==> src/sv/lpcf_pkg.sv <==
// Shared types and constants of the LED pulse crossfade frame block.
// Used by the channel interfaces and by every module of the block.
`default_nettype none
package lpcf_pkg;

  localparam int NUM_LEDS = 26;
  localparam int CNT_W = (NUM_LEDS > 1) ? $clog2(NUM_LEDS) : 1;

  localparam int QUEUE_DEPTH = 4;
  localparam int QUEUE_AW = $clog2(QUEUE_DEPTH);

  localparam int DIV_NW = 40;
  localparam int DIV_DW = 24;
  localparam int DIV_CW = $clog2(DIV_NW + 1);

  localparam logic [15:0] CHAN_ONE = 16'hFF00;
  localparam logic [16:0] ONE_Q16 = 17'h10000;
  localparam logic [7:0] OFF_BYTE = 8'hE0;

  localparam logic [23:0] RST_PERIOD = 24'd1000000;
  localparam logic [23:0] RST_FADE = 24'd125000;
  localparam logic [23:0] RST_SOLID = 24'd250000;
  localparam logic [23:0] RST_TRANS = 24'd500000;

  typedef enum logic [1:0] {
    KIND_START = 2'd0,
    KIND_TICK  = 2'd1,
    KIND_FRAME = 2'd2
  } kind_e;

  typedef enum logic [7:0] {
    REG_PERIOD = 8'd0,
    REG_FADE   = 8'd1,
    REG_SOLID  = 8'd2,
    REG_TRANS  = 8'd3
  } cfg_reg_e;

  typedef struct packed {
    logic [1:0] kind;
    logic [7:0] red_in;
    logic [7:0] green_in;
    logic [7:0] blue_in;
    logic [7:0] lit_first;
    logic [7:0] lit_last;
  } in_item_t;

  typedef struct packed {
    logic [4:0] led_index;
    logic [7:0] brightness_byte;
    logic [7:0] blue_out;
    logic [7:0] green_out;
    logic [7:0] red_out;
    logic       last_of_frame;
  } out_item_t;

  typedef struct packed {
    logic [7:0]  index;
    logic [23:0] value;
  } cfg_item_t;

  typedef struct packed {
    kind_e       kind;
    logic [23:0] color;
    logic [7:0]  lo;
    logic [7:0]  hi;
  } q_item_t;

  typedef struct packed {
    logic    valid;
    q_item_t item;
  } q_head_t;

  typedef struct packed {
    logic              start;
    logic [DIV_NW-1:0] num;
    logic [DIV_DW-1:0] den;
  } div_req_t;

  typedef struct packed {
    logic              busy;
    logic [DIV_NW-1:0] quot;
    logic [DIV_DW-1:0] rem;
  } div_rsp_t;

endpackage
`default_nettype wire

==> src/sv/lpcf_div.sv <==
// Restoring divider, one quotient bit per cycle, shared by the back end.
// Depends on lpcf_pkg for the request and response types.
`default_nettype none
module lpcf_div (
  input  wire logic         clk_i,
  input  wire logic         rst_ni,
  input  wire lpcf_pkg::div_req_t req_i,
  output lpcf_pkg::div_rsp_t rsp_o
);

  localparam int NW = lpcf_pkg::DIV_NW;
  localparam int DW = lpcf_pkg::DIV_DW;
  localparam int CW = lpcf_pkg::DIV_CW;

  logic          busy_q, busy_d;
  logic [CW-1:0] cnt_q, cnt_d;
  logic [NW-1:0] acc_q, acc_d;
  logic [DW-1:0] rem_q, rem_d;
  logic [DW-1:0] den_q, den_d;
  logic [DW:0]   rem_sh;
  logic          fits;

  always_comb begin
    busy_d = busy_q;
    cnt_d  = cnt_q;
    acc_d  = acc_q;
    rem_d  = rem_q;
    den_d  = den_q;
    rem_sh = {rem_q, acc_q[NW-1]};
    fits   = (rem_sh >= {1'b0, den_q});
    if (busy_q) begin
      rem_d = fits ? DW'(rem_sh - {1'b0, den_q}) : rem_sh[DW-1:0];
      acc_d = {acc_q[NW-2:0], fits};
      cnt_d = cnt_q - CW'(1);
      if (cnt_q == CW'(1)) begin
        busy_d = 1'b0;
      end
    end else if (req_i.start) begin
      busy_d = 1'b1;
      cnt_d  = CW'(NW);
      acc_d  = req_i.num;
      rem_d  = '0;
      den_d  = req_i.den;
    end
  end

  always_ff @(posedge clk_i or negedge rst_ni) begin
    if (!rst_ni) begin
      busy_q <= 1'b0;
      cnt_q  <= '0;
    end else begin
      busy_q <= busy_d;
      cnt_q  <= cnt_d;
    end
  end

  always_ff @(posedge clk_i) begin
    acc_q <= acc_d;
    rem_q <= rem_d;
    den_q <= den_d;
  end

  assign rsp_o.busy = busy_q;
  assign rsp_o.quot = acc_q;
  assign rsp_o.rem  = rem_q;

endmodule
`default_nettype wire

==> config.mk <==
export PLATFORM = sky130hd
export DESIGN_NAME = lpcf_div
export DESIGN_NICKNAME = d
export VERILOG_FILES = /design/src/sv/lpcf_pkg.sv /design/src/sv/lpcf_div.sv
export SDC_FILE = /design/constraint.sdc
export NUM_CORES = 1
export LEC_CHECK = 0
export ABC_CLOCK_PERIOD_IN_PS = 3100
export BUFFER_PORTS_ARGS = -buffer_cell sky130_fd_sc_hd__buf_4
export CORE_MARGIN = 2
export CORE_UTILIZATION = 50
export DETAILED_ROUTE_END_ITERATION = 6
export GPL_TIMING_DRIVEN = 0
export PLACE_DENSITY = 0.76
export SLEW_MARGIN = 20
export SYNTH_ARGS = -nofsm -noshare
export SYNTH_HDL_FRONTEND = slang
export SYNTH_SLANG_ARGS = --single-unit
export TNS_END_PERCENT = 100
==> constraint.sdc <==
create_clock -name clk_i -period 3.1 [get_ports clk_i]
set_input_delay 0 -clock clk_i [delete_from_list [all_inputs] [get_ports clk_i]]
set_output_delay 0 -clock clk_i [all_outputs]
set_load 0.005 [all_outputs]
**Word-level counts from Yosys, hierarchy flattened**

Cells that the tools add are included.

- Flip-flop bits (word level): 95
- Input port bits: 67
- Logic and storage cells: 22

- Bitwise operators: 1
- Add/sub/neg operators: 2
- Equal/unequal tests: 1
- Mux-type cells: 10
- Reduce and logical (&&, ||, !) cells: 2
- Order comparisons: 1

Operators with widths:

| operator | number |
|---|---|
| 2-to-1 mux 40 bit | 2 |
| 2-to-1 mux 24 bit | 3 |
| >= comparator 25 x 24 -> 1 bit | 1 |
| subtractor 24 bit | 1 |
| 2-to-1 mux 6 bit | 2 |
| == test 6 x 1 -> 1 bit (second input constant) | 1 |
| subtractor 6 x 1 -> 6 bit (second input constant) | 1 |
| 2-to-1 mux 1 bit | 3 |
| AND reduction 2 bit | 1 |
| nonzero test 2 bit | 1 |
| NOT 1 bit | 1 |

**Depth between registers and ports, before layout**

Gate-level depths: netlist (run 1).

- Word-level depth: 3
- Gate-level depth with buffers: 12

**Worst setup path before layout (run 1)**

No wires, ideal clock.

- Path type: flip-flop to flip-flop
- Start: reg rem_q[2]
- End: reg rem_q[4], data pin
- Cell stages (with the launch flop): 11
- Library setup time: 0.266 ns
- Path slack: 0.515 ns
- Required time: 2.834 ns
- Clock period less this slack: 2.585 ns
- Arrival time: 2.319 ns
- Path buffers: 1
- Cell sequence: edfxtp_1 > ha_1 > a21o_1 > a21oi_1 > nand2_2 > a221oi_2 > o41ai_4 > a21o_2 > buf_4 > a31oi_1 > nor2_1

- Longest elaborated chain between the ends: 3
- Elaborated cells between the ends (all ways): 4
- Those cells by class: add/sub: 1; order compare: 1; mux: 2

Ends and longest elaborated chain:

| item | RTL line | text |
|---|---|---|
| start: declaration | lpcf_div.sv:18 | `logic [DW-1:0] rem_q, rem_d;` |
| start signal: assignment | lpcf_div.sv:59 | `rem_q <= rem_d;` |
| subtractor 24 bit or >= comparator 25 x 24 -> 1 bit (tied branches) | lpcf_div.sv:32, lpcf_div.sv:30 |  |
| 2-to-1 mux 24 bit * | lpcf_div.sv:32 | `rem_d = fits ? DW'(rem_sh - {1'b0, den_q}) : rem_sh[DW-1:0];` |
| 2-to-1 mux 24 bit * | lpcf_div.sv:31 | `if (busy_q) begin` |

Every way passes the cells marked *; elsewhere a longest branch is shown, timed or not.
A chain may end at the register's enable or synchronous reset.

**Worst setup path in the final report (run 1)**

- Start: reg rem_q[2]
- End: reg rem_q[21], data pin

The elaborated chain is that of the path after synthesis.

==> flow_results.org, run 1 <==
** Run status
- The flow ran to the end, and the final reports show no timing, DRC or antenna violations.

** Final layout
- Combined flip-flop and latch cell area :: 2818 um2
- Layout cells sized above 1 :: 30.64%
- In the final design database the tool counted 758 nets.
- Relative to the synthesized area, the layout overhead comes to 38.77%.
- The finished cells cover 7254 um2.
- In the final layout, the multi-input gates occupy 2175 um2.
- For this run, the share of the core covered by cells in the final layout is 70.91%.
- Filler-free cell count of the finished design :: 805
- The repair_antennas step left the layout with diodes totalling 0.
- Fill cells in the final layout number 716.

** Route
- Detail Route Antenna Nets :: 0
- Detailed-router iteration count before antenna repair :: 4
- For this block, the routed nets add up to 13760 um of wire.
- Remaining DRCs :: 0
- The final route contains 4302 vias.
- Starting DRC count in detailed routing :: 154
- Detailed-route vias per instance :: 5.344
- Dividing the detail-routed wire length by the instance count gives 17.09 um.

** Clock network
- CTS built an H-tree with a depth of 3.
- No sink is reached through more buffers than the 2 on the longest clock path.
- Clock insertion delay at the later pin of the skew report :: 380 ps
- The tree built by TritonCTS fans out to 95 sinks.
- TritonCTS built the clock tree.
- The number of clock buffers added by TritonCTS is 9.
- In this run the post-CTS setup repair buffer count came out at 0.
- After clock tree synthesis, the clock-pin slew on the worst setup and hold paths is 100 ps.
- Clock tree synthesis selected as its root buffer the cell sky130_fd_sc_hd__clkbuf_8.

** Global routing
- Total global routing track utilization :: 25.19%
- Entering global routing, the biggest net connects 40 pins.
- The first global-routing pass estimated 21870 um of wire.
- Vias in the first global route :: 4491
- Summed over all layers, the global routing overflow is 0.
- Initial antenna violation count :: 0

** Critical path
- STA classifies the critical path endpoint as a flip-flop.
- Measured in cells, the most critical reg-to-reg path has a length of 10.
- The worst setup path is launched from a flip-flop.
- Path type of the worst setup path :: flip-flop to flip-flop
- Required arrival time at the worst endpoint :: 3320 ps
- Reg-to-reg slack, setup :: 150 ps
- Critical-path maximum fanout :: 10
- Data arrives at the worst endpoint at 3170 ps.

** Yosys
- Number of synthesized flops with an enable pin :: 88
- Among all cell types in the netlist, the one instantiated most often is sky130_fd_sc_hd__edfxtp_1.
- Distinct cell type count of the synthesized netlist :: 49
- After synthesis, the mean cell area works out to 11.51 um2.
- Synth Flop Type :: sky130_fd_sc_hd__edfxtp_1
- Ranked by total cell area, the synthesized netlist is headed by sky130_fd_sc_hd__edfxtp_1 (51%), sky130_fd_sc_hd__mux2_2 (8.4%), sky130_fd_sc_hd__ha_1 (6.2%).
- Post-synth top cells :: sky130_fd_sc_hd__edfxtp_1 (88), sky130_fd_sc_hd__nand2_1 (43), sky130_fd_sc_hd__a21oi_1 (41)
- In the synthesized netlist the async set-or-reset flop fraction comes to 7.368%.
- The synthesized netlist occupies a cell area of 5228 um2.
- In this run the biggest area consumer among cell types represents 50.55% of the synthesized area.
- The share of the Yosys chip area taken by registers is 53.90%.
- Number of warning messages in the yosys log :: 0
- Count of state elements after synthesis :: 95
- Dominant cell type by area after synthesis :: sky130_fd_sc_hd__edfxtp_1
- Synthesized netlist cell count :: 454
- The number of nets in the synthesized netlist is 548.

** Placement
- Once detailed placement completed, the half-perimeter wirelength came to 9402 um.
- In this run, placement finished with an instance count of 722.
- Summing all placed instances gives a cell area of 6411 um2.
- Final Wtd Congestion :: 0.9369
- In this run the tool buffered the top-level ports with 131 buffer cells.

** Min path
- The worst hold path was traced through 2 stages.
- The min-delay analysis places its worst path in the category input pin to flip-flop.

** STA
- Timing would allow up to 339.3 MHz.
- Setup repair after global routing left no endpoint under its margin.
- Setup-failing EPs final :: 0
- After layout, the minimum clock period comes to 2947 ps.
- Max-slew headroom at the worst pin :: 47.33%
- Final clock period utilization by the worst path :: 95.08%
- Hold timing on the final database bottoms out at a slack of 336.8 ps.
- Slew at the pin with the worst max-slew slack :: 788.4 ps
- Final hold violation count :: 0
- For the final database, setup skew stands at 16.04 ps.
- Number of max-slew violations in the final report :: 0

** Floorplan
- Number of cell rows :: 37
- Area of the core :: 10230 um2
- The floorplan step set the die width to 106.3 um.
- 132 I/O pins were placed.
- Total die area :: 11290 um2
- The initial utilization of the core area, before any placement, comes to 51.09%.
- Die Span Y :: 106.3 um

** Pwr
- Peak supply drop :: 515.6 uV
- For this design the static power due to leakage is 3.065 nW.
- In this run the power density over the cells is 932.7 nW/um2.
- Total power of the final layout :: 0.006766 W

** Flow run
- Max capacitance violation total :: 0
[area by class of cell]
class / instances / area share (%)
inverter: 32 / 1.690
multi-input combinational: 302 / 29.98
sequential: 95 / 38.84
clock inverter: 4 / 0.4484
timing repair buffer: 199 / 23.08
clock buffer: 12 / 1.863
buffer: 25 / 1.759
tap: 136 / 2.346
[worst paths after layout]
path,endpoint,start
worst max-delay path,rem_q[21],rem_q[2]
worst min-delay path,den_q[20],req_i[20]
worst max register to register,rem_q[21],rem_q[2]
worst min register to register,cnt_q[3],cnt_q[3]
max in group asynchronous,cnt_q[3],rst_ni
min in group asynchronous,cnt_q[4],rst_ni
[metal layers]
metal | up-vias | track usage, % | part of all wire [%]
met1 | 2025 | 29.31 | 41
met3 | 25 | 8.400 | 7.7
met4 | 0 | 8.647 | 2.3
met2 | 171 | 43.54 | 49
li1 | 2081 | - | -
met5 | - | 0 | 0
[critical path, stage by stage (launching register included)]
cell and delay [ps]:
sky130_fd_sc_hd__edfxtp_1 430, sky130_fd_sc_hd__ha_1 380, sky130_fd_sc_hd__a21o_1 200, sky130_fd_sc_hd__a21oi_1 210, sky130_fd_sc_hd__nand2_2 110, sky130_fd_sc_hd__a221oi_2 410, sky130_fd_sc_hd__o41ai_4 180, sky130_fd_sc_hd__a21oi_2 360
sky130_fd_sc_hd__buf_4 270, sky130_fd_sc_hd__nand2_1 80, sky130_fd_sc_hd__a21oi_1 150
[sequential cells by signal (all words and copies together), names as in the netlist]
name	flops
rem_q	24
acc_q	40
cnt_q	6
busy_q	1
den_q	24
[cell families (layout without fill, tap and decap cells)]
logic type / Yosys count / count (layout) / share of synthesized area, %
compound gates: 110 / 110 / 13.98
simple gates: 106 / 106 / 9.023
flops: 95 / 95 / 53.90
buf+inv: 57 / 272 / 4.739
mux: 39 / 39 / 8.401
fa+ha+maj: 27 / 27 / 6.606
xor+xnor: 20 / 20 / 3.351
[metrics by stage]
step	TNS, ps	setup WS [ps]
after floorplan	0	515.3
after global placement	-9001	-143.1
after detailed placement	0	161.8
after CTS	0	138.3
after global routing	0	30.87
final	0	152.6
[where the power goes]
part / switching, W / internal, W / leakage [nW]
registers: 0.000391 / 0.00212 / 0.947
clock network: 0.000450 / 0.000297 / 0.0772
logic: 0.00174 / 0.00176 / 2.04
total: 0.00258 / 0.00418 / 3.06
[what timing repair did]
action | CTS | global route
gates resized for setup | 0 | 2
hold endpoints to repair | 75 | 0
hold buffers | 67 | 0
endpoints found under the setup margin | 0 | 7
[cells in the final DEF, fill, tap and decap left out, types with 2 or more instances in the layout]
cell type and instances:
sky130_fd_sc_hd__a31oi_1 2, sky130_fd_sc_hd__o2111ai_1 3, sky130_fd_sc_hd__dlygate4sd3_1 67, sky130_fd_sc_hd__nand2_1 43
sky130_fd_sc_hd__nor2b_1 2, sky130_fd_sc_hd__clkinvlp_4 2, sky130_fd_sc_hd__buf_2 5, sky130_fd_sc_hd__nor4_1 2
sky130_fd_sc_hd__a211oi_2 2, sky130_fd_sc_hd__or3_1 3, sky130_fd_sc_hd__nor2_1 30, sky130_fd_sc_hd__buf_6 2
sky130_fd_sc_hd__inv_1 31, sky130_fd_sc_hd__nor3_1 6, sky130_fd_sc_hd__o22ai_1 2, sky130_fd_sc_hd__and2_1 2
sky130_fd_sc_hd__a21o_1 10, sky130_fd_sc_hd__xnor2_1 10, sky130_fd_sc_hd__nor4b_1 2, sky130_fd_sc_hd__o21bai_1 3
sky130_fd_sc_hd__o21ai_0 15, sky130_fd_sc_hd__o21a_1 7, sky130_fd_sc_hd__ha_1 26, sky130_fd_sc_hd__a211oi_1 9
sky130_fd_sc_hd__edfxtp_1 88, sky130_fd_sc_hd__clkbuf_1 17, sky130_fd_sc_hd__mux2_2 39, sky130_fd_sc_hd__xor2_1 10
sky130_fd_sc_hd__nand3_1 5, sky130_fd_sc_hd__a21oi_1 41, sky130_fd_sc_hd__nand4_1 7, sky130_fd_sc_hd__buf_4 134
sky130_fd_sc_hd__a211o_1 2, sky130_fd_sc_hd__dfrtp_1 7, sky130_fd_sc_hd__nand2b_1 2, sky130_fd_sc_hd__clkbuf_8 9
(Power assumes the default switching activity.)
==> run 2, diff against run 1 <==
--- a/config.mk
+++ b/config.mk
@@ -7,11 +7,13 @@
 export LEC_CHECK = 0
 export ABC_CLOCK_PERIOD_IN_PS = 3100
 export BUFFER_PORTS_ARGS = -buffer_cell sky130_fd_sc_hd__buf_4
+export CELL_PAD_IN_SITES_DETAIL_PLACEMENT = 1
+export CELL_PAD_IN_SITES_GLOBAL_PLACEMENT = 1
 export CORE_MARGIN = 2
-export CORE_UTILIZATION = 50
+export CORE_UTILIZATION = 42
 export DETAILED_ROUTE_END_ITERATION = 6
 export GPL_TIMING_DRIVEN = 0
-export PLACE_DENSITY = 0.76
+export PLACE_DENSITY_LB_ADDON = 0.1
 export SLEW_MARGIN = 20
 export SYNTH_ARGS = -nofsm -noshare
 export SYNTH_HDL_FRONTEND = slang
==> run 2 against run 1 <==
Register-to-register slack better by 30 ps. Largest cell class unchanged. Core utilization is 9.1 points lower. Combinational power is 7.1% higher. Non-clock buffer count is 5 lower. Clock power is 55% higher. First-iteration DRC count is 52% higher. Fmax is 0.89% higher. Hold slack better by 30 ps. Final cell count is 3.5% higher.
==> flow_results.org, run 2 (same netlist as run 1, synthesis figures left out) <==
** STA
- Worst setup skew after layout :: 5.620 ps (was 16.04 ps)
- Min Tclk post-route :: 2921 ps (was 2947 ps)
- Final hold violation count :: 0 (unchanged)
- The ratio of final minimum period to clock period is 94.24% (was 95.08%).
- The slew at the pin with the worst max-slew slack came to 778.6 ps (was 788.4 ps).
- The number of failing setup endpoints in the final timing report was 0 (unchanged).
- The setup TNS is 0 ps (unchanged).
- The normalized max-slew margin was 47.61% (was 47.33%).
- Unrepaired setup endpoints after global routing :: false (unchanged)
- The final-report max-slew violation count was 0 (unchanged).
- Maximum operating frequency :: 342.3 MHz (was 339.3 MHz)

** Final layout
- Most common cell after layout, fill and taps aside :: sky130_fd_sc_hd__buf_4 (unchanged)
- The share of cells above drive strength 1 was 32.08% (was 30.64%).
- Layout Area Growth over Synthesis :: 42.63% (was 38.77%)
- The number of inserted filler cells in the final layout came to 1240 (was 716).
- Most used cells in the layout excluding fill and tap cells: sky130_fd_sc_hd__buf_4 (134), sky130_fd_sc_hd__edfxtp_1 (88), sky130_fd_sc_hd__dlygate4sd3_1 (67), sky130_fd_sc_hd__nand2_1 (43), sky130_fd_sc_hd__a21oi_1 (41) (unchanged).
- The storage element area was 2818 um2 (unchanged).
- Max reg flops :: 40 (unchanged)
- Largest Register :: acc_q (unchanged)
- Largest regs :: acc_q: 40 flops, den_q: 24 flops, rem_q: 24 flops (unchanged)
- Nets :: 753 (was 758)
- The area taken by multi-input logic gates came to 2208 um2 (was 2175 um2).

** Floorplan
- Starting density of the core :: 43.34% (was 51.09%)
- The vertical extent of the die was 115.6 um (was 106.3 um).
- The total number of placement rows is 40 (was 37).
- The number of I/O pins is 132 (unchanged).
- Area of the core :: 12060 um2 (was 10230 um2)
- The die extent in x came to 115.6 um (was 106.3 um).
- Total die area :: 13360 um2 (was 11290 um2)

** Placement
- Half-perimeter wire length of the detailed placement result :: 10970 um (was 9402 um)
- The routability-driven placement congestion ratio is 0.8139 (was 0.9369).
- Count of buffers from port buffering :: 131 (unchanged)

** Clock network
- The number of buffers created by CTS was 9 (unchanged).
- CTS clock-pin slew for the worst setup and hold paths :: 70 ps (was 100 ps)
- Largest buffer count on any clock path :: 2 (unchanged)
- Clock insertion delay at the later pin of the skew report :: 350 ps (was 380 ps)
- The number of levels in the clock H-tree is 3 (unchanged).
- The post-CTS setup repair buffer count is 0 (unchanged).
- Clock sinks :: 95 (unchanged)
- The CTS tree is built (unchanged).
- Master cell of the clock root buffer :: sky130_fd_sc_hd__clkbuf_16 (was sky130_fd_sc_hd__clkbuf_8)

** Route
- The total vias in the final route came to 4430 (was 4302).
- The detailed-route DRC error count was 0 (unchanged).
- The average via count per standard cell is 5.318 (was 5.344).
- The first-pass iteration count of the detailed router was 4 (unchanged).
- Wirelength, routed :: 17470 um (was 13760 um)
- Per-cell routed wire length :: 20.97 um (was 17.09 um)
- The post-route antenna net violation count was 0 (unchanged).
- Starting DRC count in detailed routing :: 234 (was 154)

** Pwr
- The cell area power density is 998.0 nW/um2 (was 932.7 nW/um2).
- Total power of the final layout :: 0.007441 W (was 0.006766 W)
- Leakage dissipation :: 3.140 nW (was 3.065 nW)
- Peak supply drop :: 559.6 uV (was 515.6 uV)

** Critical path
- The largest delay contributor family on the critical path is compound AO/OA/AOI/OAI gates (unchanged).
- The delay of the slowest cell on the worst path is 440 ps (was 430 ps).
- Nature of the critical path startpoint :: flip-flop (unchanged)
- The cell with the largest stage delay on the worst path is sky130_fd_sc_hd__edfxtp_1 (unchanged).
- Endpoint kind of the worst setup timing path :: flip-flop (unchanged)
- Required arrival time at the worst endpoint :: 3200 ps (was 3320 ps)
- Critical-path maximum fanout :: 4 (was 10)
- Crit path buffers/inverters :: 1 (unchanged)
- Worst endpoint data arrival time :: 3020 ps (was 3170 ps)
- The cell type with the highest occurrence count on the critical path is sky130_fd_sc_hd__a21oi_1 (unchanged).
- The critical path class was flip-flop to flip-flop (unchanged).
- Sequence of cells on the critical path: inv_1 -> ha_1 -> fa_1 -> nor2b_1 -> o31ai_2 -> a21oi_1 -> o21ai_2 -> nor3_1 -> nor4_1 -> xor2_1 -> a21oi_1 (was ha_1 -> a21o_1 -> a21oi_1 -> nand2_2 -> a221oi_2 -> o41ai_4 -> a21oi_2 -> buf_4 -> nand2_1 -> a21oi_1).

** Global routing
- The via count of the first global-routing pass came to 4912 (was 4491).
- The overall track demand over capacity in global routing came to 27.22% (was 25.19%).
- The pin count of the biggest net entering global routing was 41 (was 40).
- The global route total overflow came to 0 (unchanged).
- The initial antenna violation count is 1 (was 0).
- First-pass GRT wire length :: 27120 um (was 21870 um)

** Min path
- Worst Hold Class :: input pin to flip-flop (unchanged)

** Flow run
- Max capacitance violation total :: 0 (unchanged)

** Run status
- Outcome :: finished clean (unchanged)
## run 2: cell count changes in the layout (fill, tap and decap cells not counted), sizes merged
cell,before,now
clkinvlp,2,0
clkbuf,27,20
bufinv,0,1
clkinv,1,3
buf,142,143
diode,0,1
## run 2: timing repair
item | in CTS | in global routing
hold buffers | 67 | 0
pin swaps | 0 | 1
endpoints found under the hold margin | 73 | 0
gates resized for setup | 3 | 5
setup endpoints to repair | 3 | 25
## run 2: path summary, 6_finish.rpt
check                           from        end  slack, ps  cells past startpoint
max in group asynchronous     rst_ni   cnt_q[1]       2200                      3
min in group asynchronous     rst_ni   cnt_q[0]        630                      3
max                        acc_q[39]  rem_q[22]        180                     11
min reg2reg                 cnt_q[3]   cnt_q[3]        510                      1
max reg2reg                acc_q[39]  rem_q[22]        180                     11
min                        req_i[21]  den_q[21]        370                      2
## run 2: worst reg2reg max path: cells and delay by family (launching register included)
family	cells	cell delay, ps
fa+ha+maj	2	430
buf+inv	1	90
xor+xnor	1	290
compound gates	4	940
flops	1	440
simple gates	3	490
## run 2: layer usage
layer | part of all wire (%) | global-route usage (%) | vias up
met1 | 41 | 32.27 | 2175
met3 | 5.8 | 6.015 | 39
met2 | 50 | 47.60 | 144
met5 | 0 | 0 | -
li1 | - | - | 2072
met4 | 3.2 | 11.65 | 0
## run 2: through the flow
step           hold WS, ps  utilization, %  cell area [um2]  std cells  worst slack (ps)
2_1_floorplan       -295.6               -             5228        454             515.3
3_3_place_gp        -181.5           53.24             6421        753            -290.3
3_5_place_dp        -177.7           53.61             6466        755            -81.27
4_1_cts              356.0           61.75             7448        838             45.19
5_1_grt              366.7           61.82             7456        833             13.37
6_report             366.4           61.82             7456        833             178.6
## run 2: area by class of cell
type                            instances  area share, %
Clock buffer                           11          3.256
Buffer                                 19          1.410
Inverter                               32          1.645
Sequential cell                        95          37.79
Clock inverter                          5         0.7719
Tap cell                              168          2.819
Antenna cell                            1        0.03356
Timing Repair Buffer                  200          22.65
Multi-Input combinational cell        302          29.62
## run 2: power by group
group | total [W] | internal, W | switching (W)
Clock | 0.00116 | 0.000651 | 0.000514
Sequential | 0.00253 | 0.00213 | 0.000402
Combinational | 0.00375 | 0.00179 | 0.00196
Total | 0.00744 | 0.00457 | 0.00287
