<file path="config.mk">
export PLATFORM = sky130hd
export DESIGN_NAME = lpcf_front_flat
export DESIGN_NICKNAME = d
export VERILOG_FILES = /design/src/sv/lpcf_pkg.sv /design/src/sv/lpcf_if.sv /design/src/sv/lpcf_front.sv /design/src/flat_wrapper.sv
export SDC_FILE = /design/constraint.sdc
export NUM_CORES = 1
export LEC_CHECK = 0
export BUFFER_PORTS_ARGS = -buffer_cell sky130_fd_sc_hd__buf_2
export CAP_MARGIN = 20
export CORE_UTILIZATION = 45
export DETAILED_ROUTE_END_ITERATION = 12
export GPL_ROUTABILITY_DRIVEN = 0
export HOLD_SLACK_MARGIN = 0.06
export PLACE_DENSITY = 0.63
export SYNTH_ARGS = -nofsm -noshare
export SYNTH_HDL_FRONTEND = slang
export SYNTH_SLANG_ARGS = --single-unit
</file>
<file path="constraint.sdc">
create_clock -name clk_i -period 3.4 [get_ports clk_i]
set_clock_uncertainty 0.05 [all_clocks]
set_input_delay 0.68 -clock clk_i [delete_from_list [all_inputs] [get_ports clk_i]]
set_output_delay 0.68 -clock clk_i [all_outputs]
set_load 0.005 [all_outputs]
</file>
<file path="src/sv/lpcf_pkg.sv">
// Shared types and constants of the LED pulse crossfade frame block.
// Used by the channel interfaces and by every module of the block.
`default_nettype none
package lpcf_pkg;

  localparam int NUM_LEDS = 26;
  localparam int CNT_W = (NUM_LEDS > 1) ? $clog2(NUM_LEDS) : 1;

  localparam int QUEUE_DEPTH = 4;
  localparam int QUEUE_AW = $clog2(QUEUE_DEPTH);

  localparam int DIV_NW = 40;
  localparam int DIV_DW = 24;
  localparam int DIV_CW = $clog2(DIV_NW + 1);

  localparam logic [15:0] CHAN_ONE = 16'hFF00;
  localparam logic [16:0] ONE_Q16 = 17'h10000;
  localparam logic [7:0] OFF_BYTE = 8'hE0;

  localparam logic [23:0] RST_PERIOD = 24'd1000000;
  localparam logic [23:0] RST_FADE = 24'd125000;
  localparam logic [23:0] RST_SOLID = 24'd250000;
  localparam logic [23:0] RST_TRANS = 24'd500000;

  typedef enum logic [1:0] {
    KIND_START = 2'd0,
    KIND_TICK  = 2'd1,
    KIND_FRAME = 2'd2
  } kind_e;

  typedef enum logic [7:0] {
    REG_PERIOD = 8'd0,
    REG_FADE   = 8'd1,
    REG_SOLID  = 8'd2,
    REG_TRANS  = 8'd3
  } cfg_reg_e;

  typedef struct packed {
    logic [1:0] kind;
    logic [7:0] red_in;
    logic [7:0] green_in;
    logic [7:0] blue_in;
    logic [7:0] lit_first;
    logic [7:0] lit_last;
  } in_item_t;

  typedef struct packed {
    logic [4:0] led_index;
    logic [7:0] brightness_byte;
    logic [7:0] blue_out;
    logic [7:0] green_out;
    logic [7:0] red_out;
    logic       last_of_frame;
  } out_item_t;

  typedef struct packed {
    logic [7:0]  index;
    logic [23:0] value;
  } cfg_item_t;

  typedef struct packed {
    kind_e       kind;
    logic [23:0] color;
    logic [7:0]  lo;
    logic [7:0]  hi;
  } q_item_t;

  typedef struct packed {
    logic    valid;
    q_item_t item;
  } q_head_t;

  typedef struct packed {
    logic              start;
    logic [DIV_NW-1:0] num;
    logic [DIV_DW-1:0] den;
  } div_req_t;

  typedef struct packed {
    logic              busy;
    logic [DIV_NW-1:0] quot;
    logic [DIV_DW-1:0] rem;
  } div_rsp_t;

endpackage
`default_nettype wire

</file>
<file path="src/sv/lpcf_if.sv">
// Valid/ready channel interfaces for input items, LED words and register writes.
// Depends on lpcf_pkg for the payload types.
`default_nettype none
interface lpcf_in_if;
  logic valid;
  logic ready;
  lpcf_pkg::in_item_t data;
  modport source (output valid, output data, input ready);
  modport sink (input valid, input data, output ready);
endinterface

`default_nettype wire

</file>
<file path="src/sv/lpcf_front.sv">
// Front end: accepts input transactions, drops unknown kinds, queues the rest.
// Depends on lpcf_pkg and lpcf_if.
`default_nettype none
module lpcf_front (
  input  wire logic        clk_i,
  input  wire logic        rst_ni,
  lpcf_in_if.sink          in_i,
  output lpcf_pkg::q_head_t head_o,
  input  wire logic        pop_i
);

  localparam int DEPTH = lpcf_pkg::QUEUE_DEPTH;
  localparam int AW = lpcf_pkg::QUEUE_AW;
  localparam int QCW = AW + 1;

  lpcf_pkg::q_item_t mem_q [DEPTH];
  logic [AW-1:0] wr_q, wr_d, rd_q, rd_d;
  logic [QCW-1:0] cnt_q, cnt_d;
  logic       known;
  logic       push;
  lpcf_pkg::q_item_t new_item;

  always_comb begin
    unique case (in_i.data.kind)
      lpcf_pkg::KIND_START, lpcf_pkg::KIND_TICK, lpcf_pkg::KIND_FRAME: known = 1'b1;
      default: known = 1'b0;
    endcase
    new_item.kind  = lpcf_pkg::kind_e'(in_i.data.kind);
    new_item.color = {in_i.data.red_in, in_i.data.green_in, in_i.data.blue_in};
    new_item.lo    = in_i.data.lit_first;
    new_item.hi    = in_i.data.lit_last;
  end

  assign in_i.ready = (cnt_q != QCW'(DEPTH));
  assign push = in_i.valid && in_i.ready && known;

  always_comb begin
    wr_d  = push ? wr_q + AW'(1) : wr_q;
    rd_d  = pop_i ? rd_q + AW'(1) : rd_q;
    cnt_d = cnt_q + QCW'(push) - QCW'(pop_i);
  end

  always_ff @(posedge clk_i or negedge rst_ni) begin
    if (!rst_ni) begin
      wr_q  <= '0;
      rd_q  <= '0;
      cnt_q <= '0;
    end else begin
      wr_q  <= wr_d;
      rd_q  <= rd_d;
      cnt_q <= cnt_d;
    end
  end

  always_ff @(posedge clk_i) begin
    if (push) begin
      mem_q[wr_q] <= new_item;
    end
  end

  assign head_o.valid = (cnt_q != '0);
  assign head_o.item  = mem_q[rd_q];

endmodule
`default_nettype wire

</file>
<file path="src/flat_wrapper.sv">
// flat-port wrapper written by rule: the top's interface ports become plain ports
module lpcf_front_flat 
  (clk_i, rst_ni, head_o, pop_i, in_i_valid, in_i_data, in_i_ready);
  lpcf_in_if in_i_i ();
  input  wire logic clk_i;
  input  wire logic rst_ni;
  output lpcf_pkg::q_head_t head_o;
  input  wire logic pop_i;
  input wire logic [$bits(in_i_i.valid)-1:0] in_i_valid;
  input wire logic [$bits(in_i_i.data)-1:0] in_i_data;
  output wire logic [$bits(in_i_i.ready)-1:0] in_i_ready;
  assign in_i_i.valid = in_i_valid;
  assign in_i_i.data = in_i_data;
  assign in_i_ready = in_i_i.ready;
  lpcf_front u_core (.clk_i(clk_i), .rst_ni(rst_ni), .in_i(in_i_i), .head_o(head_o), .pop_i(pop_i));
endmodule
</file>
# After elaboration in Yosys (flattened, before gate mapping)
# Memory sizes are Yosys's and may differ from the RTL's.
# Index checks and enable logic that the tools add are counted.
dict set report totals {
  reg_bits 7
  rom_bits 0
  elab_cells 19
  out_inout_bits 44
  mem_bits_rw 168
  inputBits 46
  n_memories 1
  latchBits 0
}
dict set report op_classes {
  shift 0
  n_mul 0
  n_div 0
  n_lt_le_gt_ge 0
  n_eq_ne 3
  n_reduce_logical 5
  n_addsub 4
  mux 3
  bitwise_logic 0
}
# name depth word_bits rd rd_clocked_by_memory_dff wr line
set mem_list {}
lappend mem_list {u_core.mem_q 4 42 1 0 1 lpcf_front.sv:16} ;# lpcf_pkg::q_item_t mem_q [DEPTH];
# op n
set op_table {}
lappend op_table {{adder 2 x 1 -> 2 bit (second input constant)} 2}
lappend op_table {{adder 3 x 1 -> 3 bit} 1}
lappend op_table {{2-to-1 mux 1 bit} 3}
lappend op_table {{!= test 3 bit (second input constant)} 1}
lappend op_table {{nonzero test 3 bit} 1}
lappend op_table {{OR reduction 3 bit} 1}
lappend op_table {{subtractor 3 x 1 -> 3 bit} 1}
lappend op_table {{equality test 2 x 1 -> 1 bit (second input constant)} 1}
lappend op_table {{equality test 2 bit (second input constant)} 1}
lappend op_table {{logical AND 1 bit} 2}
lappend op_table {{zero test 2 bit} 1}

# Depth between registers and ports, before layout
# Gate-level depths: netlist of the first run.
dict set report logic_depth {
  depth_word 6
  depth_mapped 7
  ltp_nobuf 7
}

# Worst setup path after synthesis of the first run
# No wires, ideal clock.
dict set report synth_timing {
  kind {reg-to-output}
  start {reg u_core.rd_q[0]}
  end {out head_o[13] (netlist bit)}
  arrival_time_ps 1340
  n_path_buf 2
  path_slack_ps 1330
  t_required_ps 2670
  stages_incl_launch_ff 4
  path_cell_list {dfrtp_1 > buf_2 > buf_2 > mux4_2}
}
# element line
set synth_rtl {}
lappend synth_rtl {{start, declared} lpcf_front.sv:17} ;# logic [AW-1:0] wr_q, wr_d, rd_q, rd_d;
lappend synth_rtl {{start signal, assigned} lpcf_front.sv:50} ;# rd_q <= rd_d;
lappend synth_rtl {{end, declared} flat_wrapper.sv:7} ;# output lpcf_pkg::q_head_t head_o;

==> impl_metrics.env, run 1 <==
export IMPL_outcome="complete, no violations"
export IMPL_regToRegSetupSlack_ns=1.26
export IMPL_syn_area_um2=6460
export IMPL_synth_compound_area_share_pct=0
export IMPL_drc=0
export IMPL_ff2ff_path_depth=6
export IMPL_setup_viol=0
export IMPL_p_leak_nw=2.73
export IMPL_fp_dieH_um=122
export IMPL_hold_worst_slack_ns=0.418
export IMPL_tightest_slew_ns=0.560
export IMPL_min_period_over_period_pct=86.0
export IMPL_hp_start="in_i_data[36]"
export IMPL_drtIter0Drc=179
export IMPL_ys_types=18
export IMPL_die_w_um=122
export IMPL_holdPathEnd="u_core.mem_q[0][36]$_DFFE_PP_"
export IMPL_maxSlewHeadroom_pct=62.6
export IMPL_path_class="reg -> out"
export IMPL_ys_seq_elements=175
export IMPL_rr_startpoint="u_core.cnt_q[1]$_DFF_PN0_"
export IMPL_syn_instance_count=256
export IMPL_ys_warn_count=0
export IMPL_synth_area_leaders="edfxtp_1 78%, mux4_2 15%, dfrtp_1 2.7%"
export IMPL_synth_edff_count=168
export IMPL_htreeDepth=4
export IMPL_holdCritPathClass="in -> reg"
export IMPL_startpoint_type="flip-flop"
export IMPL_synth_nets=309
export IMPL_rows=43
export IMPL_ios=90
export IMPL_ant_nets=0
export IMPL_synth_top_area_share_pct=78.1
export IMPL_synthFlopType="edfxtp_1"
export IMPL_fin_setup_tns_ns=0
export IMPL_drv_cap=0
export IMPL_drv_slew=0
export IMPL_utilization_pct=56.2
export IMPL_ctsHoldBuffers=1
export IMPL_peakVddDrop_mv=0.351
export IMPL_worst_setup_path_end_kind="output pin"
export IMPL_clkTransAtPathRegs_ns=0.06
export IMPL_area_growth_pct=21.2
export IMPL_fp_coreArea_um2=13900
export IMPL_synth_mux_area_fraction_pct=14.9
export IMPL_required_ns=2.67
export IMPL_gr_total_overflow=0
export IMPL_avgSynthCellArea_um2=25.2
export IMPL_floorplan_initialDensity_pct=46.4
export IMPL_dieArea_um2=14800
export IMPL_insertion_delay_ns=0.42
export IMPL_place_inst=523
export IMPL_synth_simple_area_share_pct=0.930
export IMPL_synth_seq_area_share_pct=80.8
export IMPL_cts_resized=0
export IMPL_worstPathArrival_ns=2.19
export IMPL_clkSinkCount=175
export IMPL_dp_hpwl_um=6880
export IMPL_regToRegEndpoint="u_core.cnt_q[2]$_DFF_PN0_"
export IMPL_fin_crit_ns=2.92
export IMPL_clockBufferDepth=2
export IMPL_cp_max_fo=25
export IMPL_synth_common_cells="168 x edfxtp_1, 42 x mux4_2, 7 x dfrtp_1"
export IMPL_synthXorXnorAreaFrac_pct=0.678
export IMPL_synth_most_common_cell="edfxtp_1"
export IMPL_drive_gt1_share_pct=47.2
export IMPL_p_per_area_nw_per_um2=841
export IMPL_cts_setup_buffers=0
export IMPL_yosysTopAreaCell="edfxtp_1"
export IMPL_grt_use_total_pct=16.6
export IMPL_grt_pass1_vias=3035
export IMPL_finalHoldViolations=0
export IMPL_viasPerCell=5.25
export IMPL_hold_depth=1
export IMPL_wirelength_um=11300
export IMPL_antenna_found_initial=1
export IMPL_synth_top_family_by_area="multiplexers"
export IMPL_clk_root_buffer_cell="clkbuf_16"
export IMPL_synthArstFlopShare_pct=4.00
export IMPL_rsz0062_at_grt="false"
export IMPL_dr_pass1_iters=4
export IMPL_yosys_area_share_adder_pct=1.47
export IMPL_layout_cells_non_filler=555
export IMPL_diodes=0
export IMPL_cts_tree="yes"
export IMPL_grt_pass1_wl_um=16900
export IMPL_grt_max_degree=27
export IMPL_numPortBuffers=89
export IMPL_fmax_mhz=342
export IMPL_post_drt_wl_per_cell_um=20.3
export IMPL_numCtsBuffers=17
export IMPL_nets=416
export IMPL_num_vias=2915
-- cells by family after synthesis --
family / Yosys count
adder cells (fa/ha/maj): 7
XOR/XNOR: 5
buffers and inverters: 17
multiplexers: 43
flip-flops: 175
AND/OR/NAND/NOR: 9
-- worst max-delay path by stage --
stage	startpoint	end	slack (ns)	cells after the start
2_1_floorplan	u_core.rd_q[0]$_DFFE_PN0P_	head_o[13]	1.33	3
3_3_place_gp	u_core.rd_q[0]$_DFFE_PN0P_	head_o[26]	0.88	3
3_5_place_dp	u_core.rd_q[0]$_DFFE_PN0P_	head_o[26]	0.87	3
4_1_cts	u_core.rd_q[0]$_DFFE_PN0P_	head_o[26]	0.40	3
5_1_grt	u_core.rd_q[0]$_DFFE_PN0P_	head_o[41]	0.32	3
6_report	u_core.rd_q[0]$_DFFE_PN0P_	head_o[26]	0.48	3
-- layer usage --
metal / routed length (um) / part of all wire (%) / GRT usage [%] / up-vias
met5: 8 / 0.071 / 0 / -
met4: 167 / 1.5 / 5.63 / 2
met3: 731 / 6.5 / 6.51 / 17
met2: 5370 / 48 / 25.1 / 90
met1: 4980 / 44 / 22.1 / 1523
li1: - / - / - / 1283
-- cell type report --
type	count	area [um2]
fill	1045	6100
sequential	175	5230
multi-input combinational	64	1160
timing repair buffer	99	586
clock buffer	17	425
tap	180	225
clock inverter	14	190
inverter	6	22.5
-- placed cells by master (no fill, tap or decap), types with 2 or more instances in the layout --
cell type,Yosys,layout
clkinv_1,0,2
xnor2_1,4,4
buf_4,1,4
buf_12,0,5
buf_2,5,89
clkbuf_16,0,17
and2_2,4,4
clkinv_2,0,2
clkinv_4,0,4
inv_6,0,2
edfxtp_1,168,168
nand2_1,2,2
mux4_2,42,42
bufinv_16,0,4
ha_1,6,6
dfrtp_1,7,5
inv_1,6,6
-- stage by stage --
step                      setup slack, ns  total power, mW  instance area [um2]
after global placement              0.881             4.64                 7210
final                               0.477             6.59                 7830
after CTS                           0.400             6.69                 7830
after floorplan                      1.33             3.96                 6460
after detailed placement            0.870             4.67                 7210
after global routing                0.322             6.91                 7830
-- critical path, stage by stage, from the launching register on --
cell and delay, ns:
dfrtp_4 0.77, buf_12 0.28, mux4_2 0.55, buf_2 0.15
-- report_power, final --
| group | total, mW | leakage (nW) | internal [mW] | switching [mW] |
|---|---|---|---|---|
| Sequential | 2.96 | 1.61 | 2.76 | 0.206 |
| Clock | 2.00 | 0.303 | 1.22 | 0.780 |
| Combinational | 1.62 | 0.814 | 0.889 | 0.733 |
| Total | 6.59 | 2.73 | 4.87 | 1.72 |
-- registers in the layout (all words and copies together), names as in the netlist --
signal and cells:
u_core.mem_q 168, u_core.cnt_q 3, u_core.rd_q 2, u_core.wr_q 2
Note: power is estimated with default switching activity, not from simulation.
==> run 2, diff against run 1 <==
- CTS_BUF_LIST: default -> sky130_fd_sc_hd__clkbuf_4
==> run 2 against run 1 <==
  * First-iteration DRC count down 7.3%
  * Cell count stayed put
  * Largest power group unchanged
  * Critical path depth unchanged
  * Largest cell class unchanged
  * Worst hold slack worse by 0.13 ns
  * Count of clock-buffer cells in the layout did not move
  * Critical endpoint unchanged
==> impl_metrics.env, run 2 (synthesized netlist as in run 1, its figures left out) <==
export IMPL_drv_cap=0
export IMPL_setup_viol=0
export IMPL_cts_resized=0
export IMPL_holdCritPathClass="in -> reg"
export IMPL_area_growth_pct=16.6
export IMPL_wirelength_um=10900
export IMPL_regToRegSetupSlack_ns=1.24
export IMPL_gr_total_overflow=0
export IMPL_rows=43
export IMPL_drive_gt1_share_pct=47.2
export IMPL_nets=416
export IMPL_multi_input_area_um2=1160
export IMPL_ios=90
export IMPL_worstPathArrival_ns=2.32
export IMPL_cp_max_fo=25
export IMPL_num_vias=2898
export IMPL_clk_root_buffer_cell="clkbuf_4"
export IMPL_ctsHoldBuffers=1
export IMPL_drc=0
export IMPL_clkTransAtPathRegs_ns=0.14
export IMPL_layout_cells_non_filler=555
export IMPL_die_w_um=122
export IMPL_dr_pass1_iters=4
export IMPL_post_drt_wl_per_cell_um=19.7
export IMPL_htreeDepth=4
export IMPL_fp_coreArea_um2=13900
export IMPL_viasPerCell=5.22
export IMPL_regMostFlops="u_core.mem_q"
export IMPL_grt_use_total_pct=16.2
export IMPL_drv_slew=0
export IMPL_finalHoldViolations=0
export IMPL_p_leak_nw=2.60
export IMPL_path_class="reg -> out"
export IMPL_dieArea_um2=14800
export IMPL_dp_hpwl_um=6880
export IMPL_fp_dieH_um=122
export IMPL_slowest_delay_ns=0.80
export IMPL_clkSinkCount=175
export IMPL_place_inst=523
export IMPL_maxSlewHeadroom_pct=63.0
export IMPL_numPortBuffers=89
export IMPL_pre_cts_slack_ns=0.870
export IMPL_top_regs="u_core.mem_q: 168 flops, u_core.cnt_q: 3 flops"
export IMPL_largest_reg_flops=168
export IMPL_dpl_cell_area_um2=7210
export IMPL_design_area_um2=7540
export IMPL_fmax_mhz=327
export IMPL_grt_max_degree=27
export IMPL_final_common_cell="edfxtp_1"
export IMPL_peakVddDrop_mv=0.290
export IMPL_layout_common_cells="168 x edfxtp_1, 89 x buf_2, 42 x mux4_2"
export IMPL_cts_tree="yes"
export IMPL_rsz0062_at_grt="false"
export IMPL_tightest_slew_ns=0.554
export IMPL_fillers=1078
export IMPL_clockBufferDepth=2
export IMPL_worst_setup_path_end_kind="output pin"
export IMPL_ant_nets=0
export IMPL_required_ns=2.67
export IMPL_cts_setup_buffers=0
export IMPL_diodes=0
export IMPL_startpoint_type="flip-flop"
export IMPL_cp_cell_sequence="buf_12 -> mux4_2 -> buf_2"
export IMPL_min_period_over_period_pct=89.8
export IMPL_slowest_stage="dfrtp_4"
export IMPL_antenna_found_initial=1
export IMPL_ff_latch_area_um2=5230
export IMPL_hold_worst_slack_ns=0.288
export IMPL_insertion_delay_ns=0.54
export IMPL_grt_pass1_vias=3033
export IMPL_floorplan_initialDensity_pct=46.4
export IMPL_numCtsBuffers=17
export IMPL_drtIter0Drc=166
export IMPL_p_per_area_nw_per_um2=774
export IMPL_outcome="complete, no violations"
export IMPL_fin_crit_ns=3.05
export IMPL_layout_setup_ws_ns=0.346
export IMPL_fin_setup_tns_ns=0
export IMPL_grt_pass1_wl_um=16600
[run 2: cell counts in the layout (fill, tap and decap cells not counted)]
No cell type changed its count.
[run 2: per-layer routing]
metal	share of wire [%]	track usage [%]	vias up
met4	1.6	6.79	2
met3	5.1	4.96	16
met5	0.13	0	-
met1	45	21.9	1510
met2	48	24.5	81
li1	-	-	1289
[run 2: critical path, delay by kind of cell, from the launching register on]
kind,cells,cell delay (ns)
flip-flops,1,0.80
buffers and inverters,2,0.43
multiplexers,1,0.55
[run 2: layout make-up]
class	instances	share of cell area, %
Timing Repair Buffer	99	7.77
Tap cell	180	2.99
Clock inverter	14	2.52
Inverter	6	0.299
Sequential cell	175	69.3
Multi-Input combinational cell	64	15.4
Clock buffer	17	1.69
[run 2: metrics by stage]
step / total power [mW] / utilization (%)
after detailed placement: 4.67 / 51.7
after floorplan: 3.96 / -
after global routing: 6.14 / 54.1
after CTS: 5.93 / 54.1
after global placement: 4.64 / 51.7
final: 5.83 / 54.1
[run 2: worst paths after layout]
| kind | startpoint | to | cells after the start |
|---|---|---|---|
| max reg2reg | u_core.cnt_q[1]$_DFF_PN0_ | u_core.cnt_q[2]$_DFF_PN0_ | 6 |
| min | in_i_data[2] | u_core.mem_q[2][2]$_DFFE_PP_ | 1 |
| max | u_core.rd_q[0]$_DFFE_PN0P_ | head_o[26] | 3 |
| max in group asynchronous | rst_ni | u_core.rd_q[0]$_DFFE_PN0P_ | 2 |
| min in group asynchronous | rst_ni | u_core.rd_q[0]$_DFFE_PN0P_ | 2 |
| min reg2reg | u_core.wr_q[1]$_DFFE_PN0P_ | u_core.wr_q[1]$_DFFE_PN0P_ | 1 |
[run 2: power by group]
group / switching, mW / internal, mW
Combinational: 0.729 / 0.889
Clock: 0.683 / 0.581
Sequential: 0.201 / 2.75
==> run 3, diff against run 2 <==
--- a/config.mk
+++ b/config.mk
@@ -11,2 +11,3 @@
 export CTS_BUF_LIST = sky130_fd_sc_hd__clkbuf_4
+export CTS_CLUSTER_SIZE = 14
 export DETAILED_ROUTE_END_ITERATION = 12
==> constraint.sdc (replaced) <==
create_clock -name clk_i -period 3.4 [get_ports clk_i]
set_clock_uncertainty 0.05 [all_clocks]
set_input_delay 0.17 -clock clk_i [delete_from_list [all_inputs] [get_ports clk_i]]
set_output_delay 0.17 -clock clk_i [all_outputs]
set_load 0.005 [all_outputs]
==> run 3 against run 2 <==
  * Critical path depth down 1
  * Sequential cell count unchanged
  * Worst setup slack improved by 0.46 ns
  * Clock power fell by 17%
  * Cell count increased by 8.1%
  * Maximum frequency grew 18%
  * Count of clock-buffer cells in the layout up 7
  * Largest cell class unchanged
==> impl_metrics.env, run 3 (synthesized netlist as in run 1, its figures left out) <==
export IMPL_cts_tree="yes"
export IMPL_die_w_um=122
export IMPL_p_per_area_nw_per_um2=712
export IMPL_gr_total_overflow=0
export IMPL_setup_viol=0
export IMPL_cp_cell_sequence="mux4_2 -> buf_2"
export IMPL_required_ns=3.18
export IMPL_p_leak_nw=2.73
export IMPL_area_growth_pct=21.8
export IMPL_clk_root_buffer_cell="clkbuf_4"
export IMPL_min_period_over_period_pct=76.4
export IMPL_clockBufferDepth=2
export IMPL_cp_max_fo=44
export IMPL_regToRegEndpoint="u_core.mem_q[2][31]$_DFFE_PP_"
export IMPL_rr_startpoint="u_core.cnt_q[2]$_DFF_PN0_"
export IMPL_crit_family="flip-flops"
export IMPL_outcome="complete, no violations"
export IMPL_holdCritPathClass="in -> reg"
export IMPL_wirelength_um=11000
export IMPL_fp_dieH_um=122
export IMPL_viasPerCell=5.01
export IMPL_antenna_found_initial=1
export IMPL_drc=0
export IMPL_rows=43
export IMPL_total_power_mw=5.60
export IMPL_largest_reg_flops=168
export IMPL_ios=90
export IMPL_cts_resized=0
export IMPL_drive_gt1_share_pct=42.0
export IMPL_ant_nets=0
export IMPL_grt_max_degree=45
export IMPL_hold_depth=2
export IMPL_numCtsBuffers=17
export IMPL_fillers=1084
export IMPL_tightest_slew_ns=0.889
export IMPL_layout_common_cells="168 x edfxtp_1, 89 x buf_2, 46 x dlygate4sd3_1"
export IMPL_slowest_stage="dfrtp_4"
export IMPL_clkSinkCount=175
export IMPL_grt_use_total_pct=16.2
export IMPL_path_class="reg -> out"
export IMPL_rsz0062_at_grt="false"
export IMPL_num_vias=3006
export IMPL_startpoint_type="flip-flop"
export IMPL_design_area_um2=7870
export IMPL_finalHoldViolations=0
export IMPL_cp_num_buf_inv=1
export IMPL_post_drt_wl_per_cell_um=18.3
export IMPL_insertion_delay_ns=0.54
export IMPL_drtIter0Drc=193
export IMPL_clkTransAtPathRegs_ns=0.13
export IMPL_nets=459
export IMPL_worstPathArrival_ns=2.38
export IMPL_holdPathEnd="u_core.mem_q[0][32]$_DFFE_PP_"
export IMPL_top_usage_layer="met2"
export IMPL_grt_pass1_vias=3112
export IMPL_use_met1_pct=22.2
export IMPL_use_met3_pct=4.35
export IMPL_multi_input_area_um2=1160
export IMPL_grt_pass1_wl_um=16900
export IMPL_regToRegSetupSlack_ns=1.13
export IMPL_drv_slew=0
export IMPL_use_met2_pct=24.6
export IMPL_htreeDepth=4
export IMPL_fp_coreArea_um2=13900
export IMPL_ff2ff_path_depth=4
export IMPL_slowest_delay_ns=1.04
export IMPL_final_common_cell="edfxtp_1"
export IMPL_fin_crit_ns=2.60
export IMPL_hp_start="in_i_data[32]"
export IMPL_ff_latch_area_um2=5230
export IMPL_numPortBuffers=89
export IMPL_cts_setup_buffers=0
export IMPL_dp_hpwl_um=6650
export IMPL_worst_setup_path_end_kind="output pin"
export IMPL_peakVddDrop_mv=0.333
export IMPL_top_regs="u_core.mem_q: 168 flops, u_core.cnt_q: 3 flops"
export IMPL_regMostFlops="u_core.mem_q"
export IMPL_floorplan_initialDensity_pct=46.4
export IMPL_drv_cap=0
export IMPL_dr_pass1_iters=4
export IMPL_maxSlewHeadroom_pct=40.8
export IMPL_dieArea_um2=14800
export IMPL_fin_setup_tns_ns=0
export IMPL_dpl_cell_area_um2=7160
export IMPL_fmax_mhz=385
-- run 3: timing repair --
item | CTS | global route
hold buffers | 46 | 0
setup endpoints to repair | 0 | 0
endpoints found under the hold margin | 178 | 0
-- run 3: layer usage --
metal,up-vias,share of wire (%)
met5,-,0
met4,0,1.3
met3,10,5.2
met2,89,47
met1,1536,46
li1,1371,-
-- run 3: worst max path at each step --
stage / from / endpoint / slack, ns / cells past startpoint
finish: u_core.rd_q[0]$_DFFE_PN0P_ / head_o[41] / 0.80 / 2
floorplan: u_core.cnt_q[1]$_DFF_PN0_ / u_core.cnt_q[2]$_DFF_PN0_ / 1.34 / 7
CTS: u_core.rd_q[0]$_DFFE_PN0P_ / head_o[26] / 0.68 / 2
global route: u_core.rd_q[0]$_DFFE_PN0P_ / head_o[26] / 0.61 / 2
global placement: u_core.cnt_q[2]$_DFF_PN0_ / u_core.mem_q[2][41]$_DFFE_PP_ / 1.18 / 4
detailed placement: u_core.cnt_q[2]$_DFF_PN0_ / u_core.mem_q[2][28]$_DFFE_PP_ / 1.10 / 4
-- run 3: area by class of cell --
| type | count | area share [%] |
|---|---|---|
| clock buffer | 24 | 2.29 |
| clock inverter | 8 | 0.890 |
| sequential | 175 | 66.4 |
| inverter | 6 | 0.286 |
| multi-input combinational | 64 | 14.7 |
| timing repair buffer | 142 | 12.5 |
| antenna | 1 | 0.0318 |
| tap | 180 | 2.86 |
-- run 3: power by group --
part	internal, mW	switching, mW
Sequential	2.75	0.288
Combinational	0.881	0.636
Clock	0.413	0.636
-- run 3: worst register-to-register path: cells and delay by family, from the launching register on --
family                 cells  cell delay, ns
buffers and inverters      1            0.35
DFF                        1            0.42
and+or+nand+nor            3            1.14
-- run 3: per-stage QoR --
step	instances	setup slack [ns]	utilization, %	hold slack (ns)
after floorplan	256	1.34	-	-0.176
after global placement	521	1.18	51.4	-0.0378
after detailed placement	521	1.10	51.4	-0.0292
after CTS	599	0.684	56.5	0.267
after global routing	600	0.611	56.5	0.277
final	600	0.802	56.5	0.316
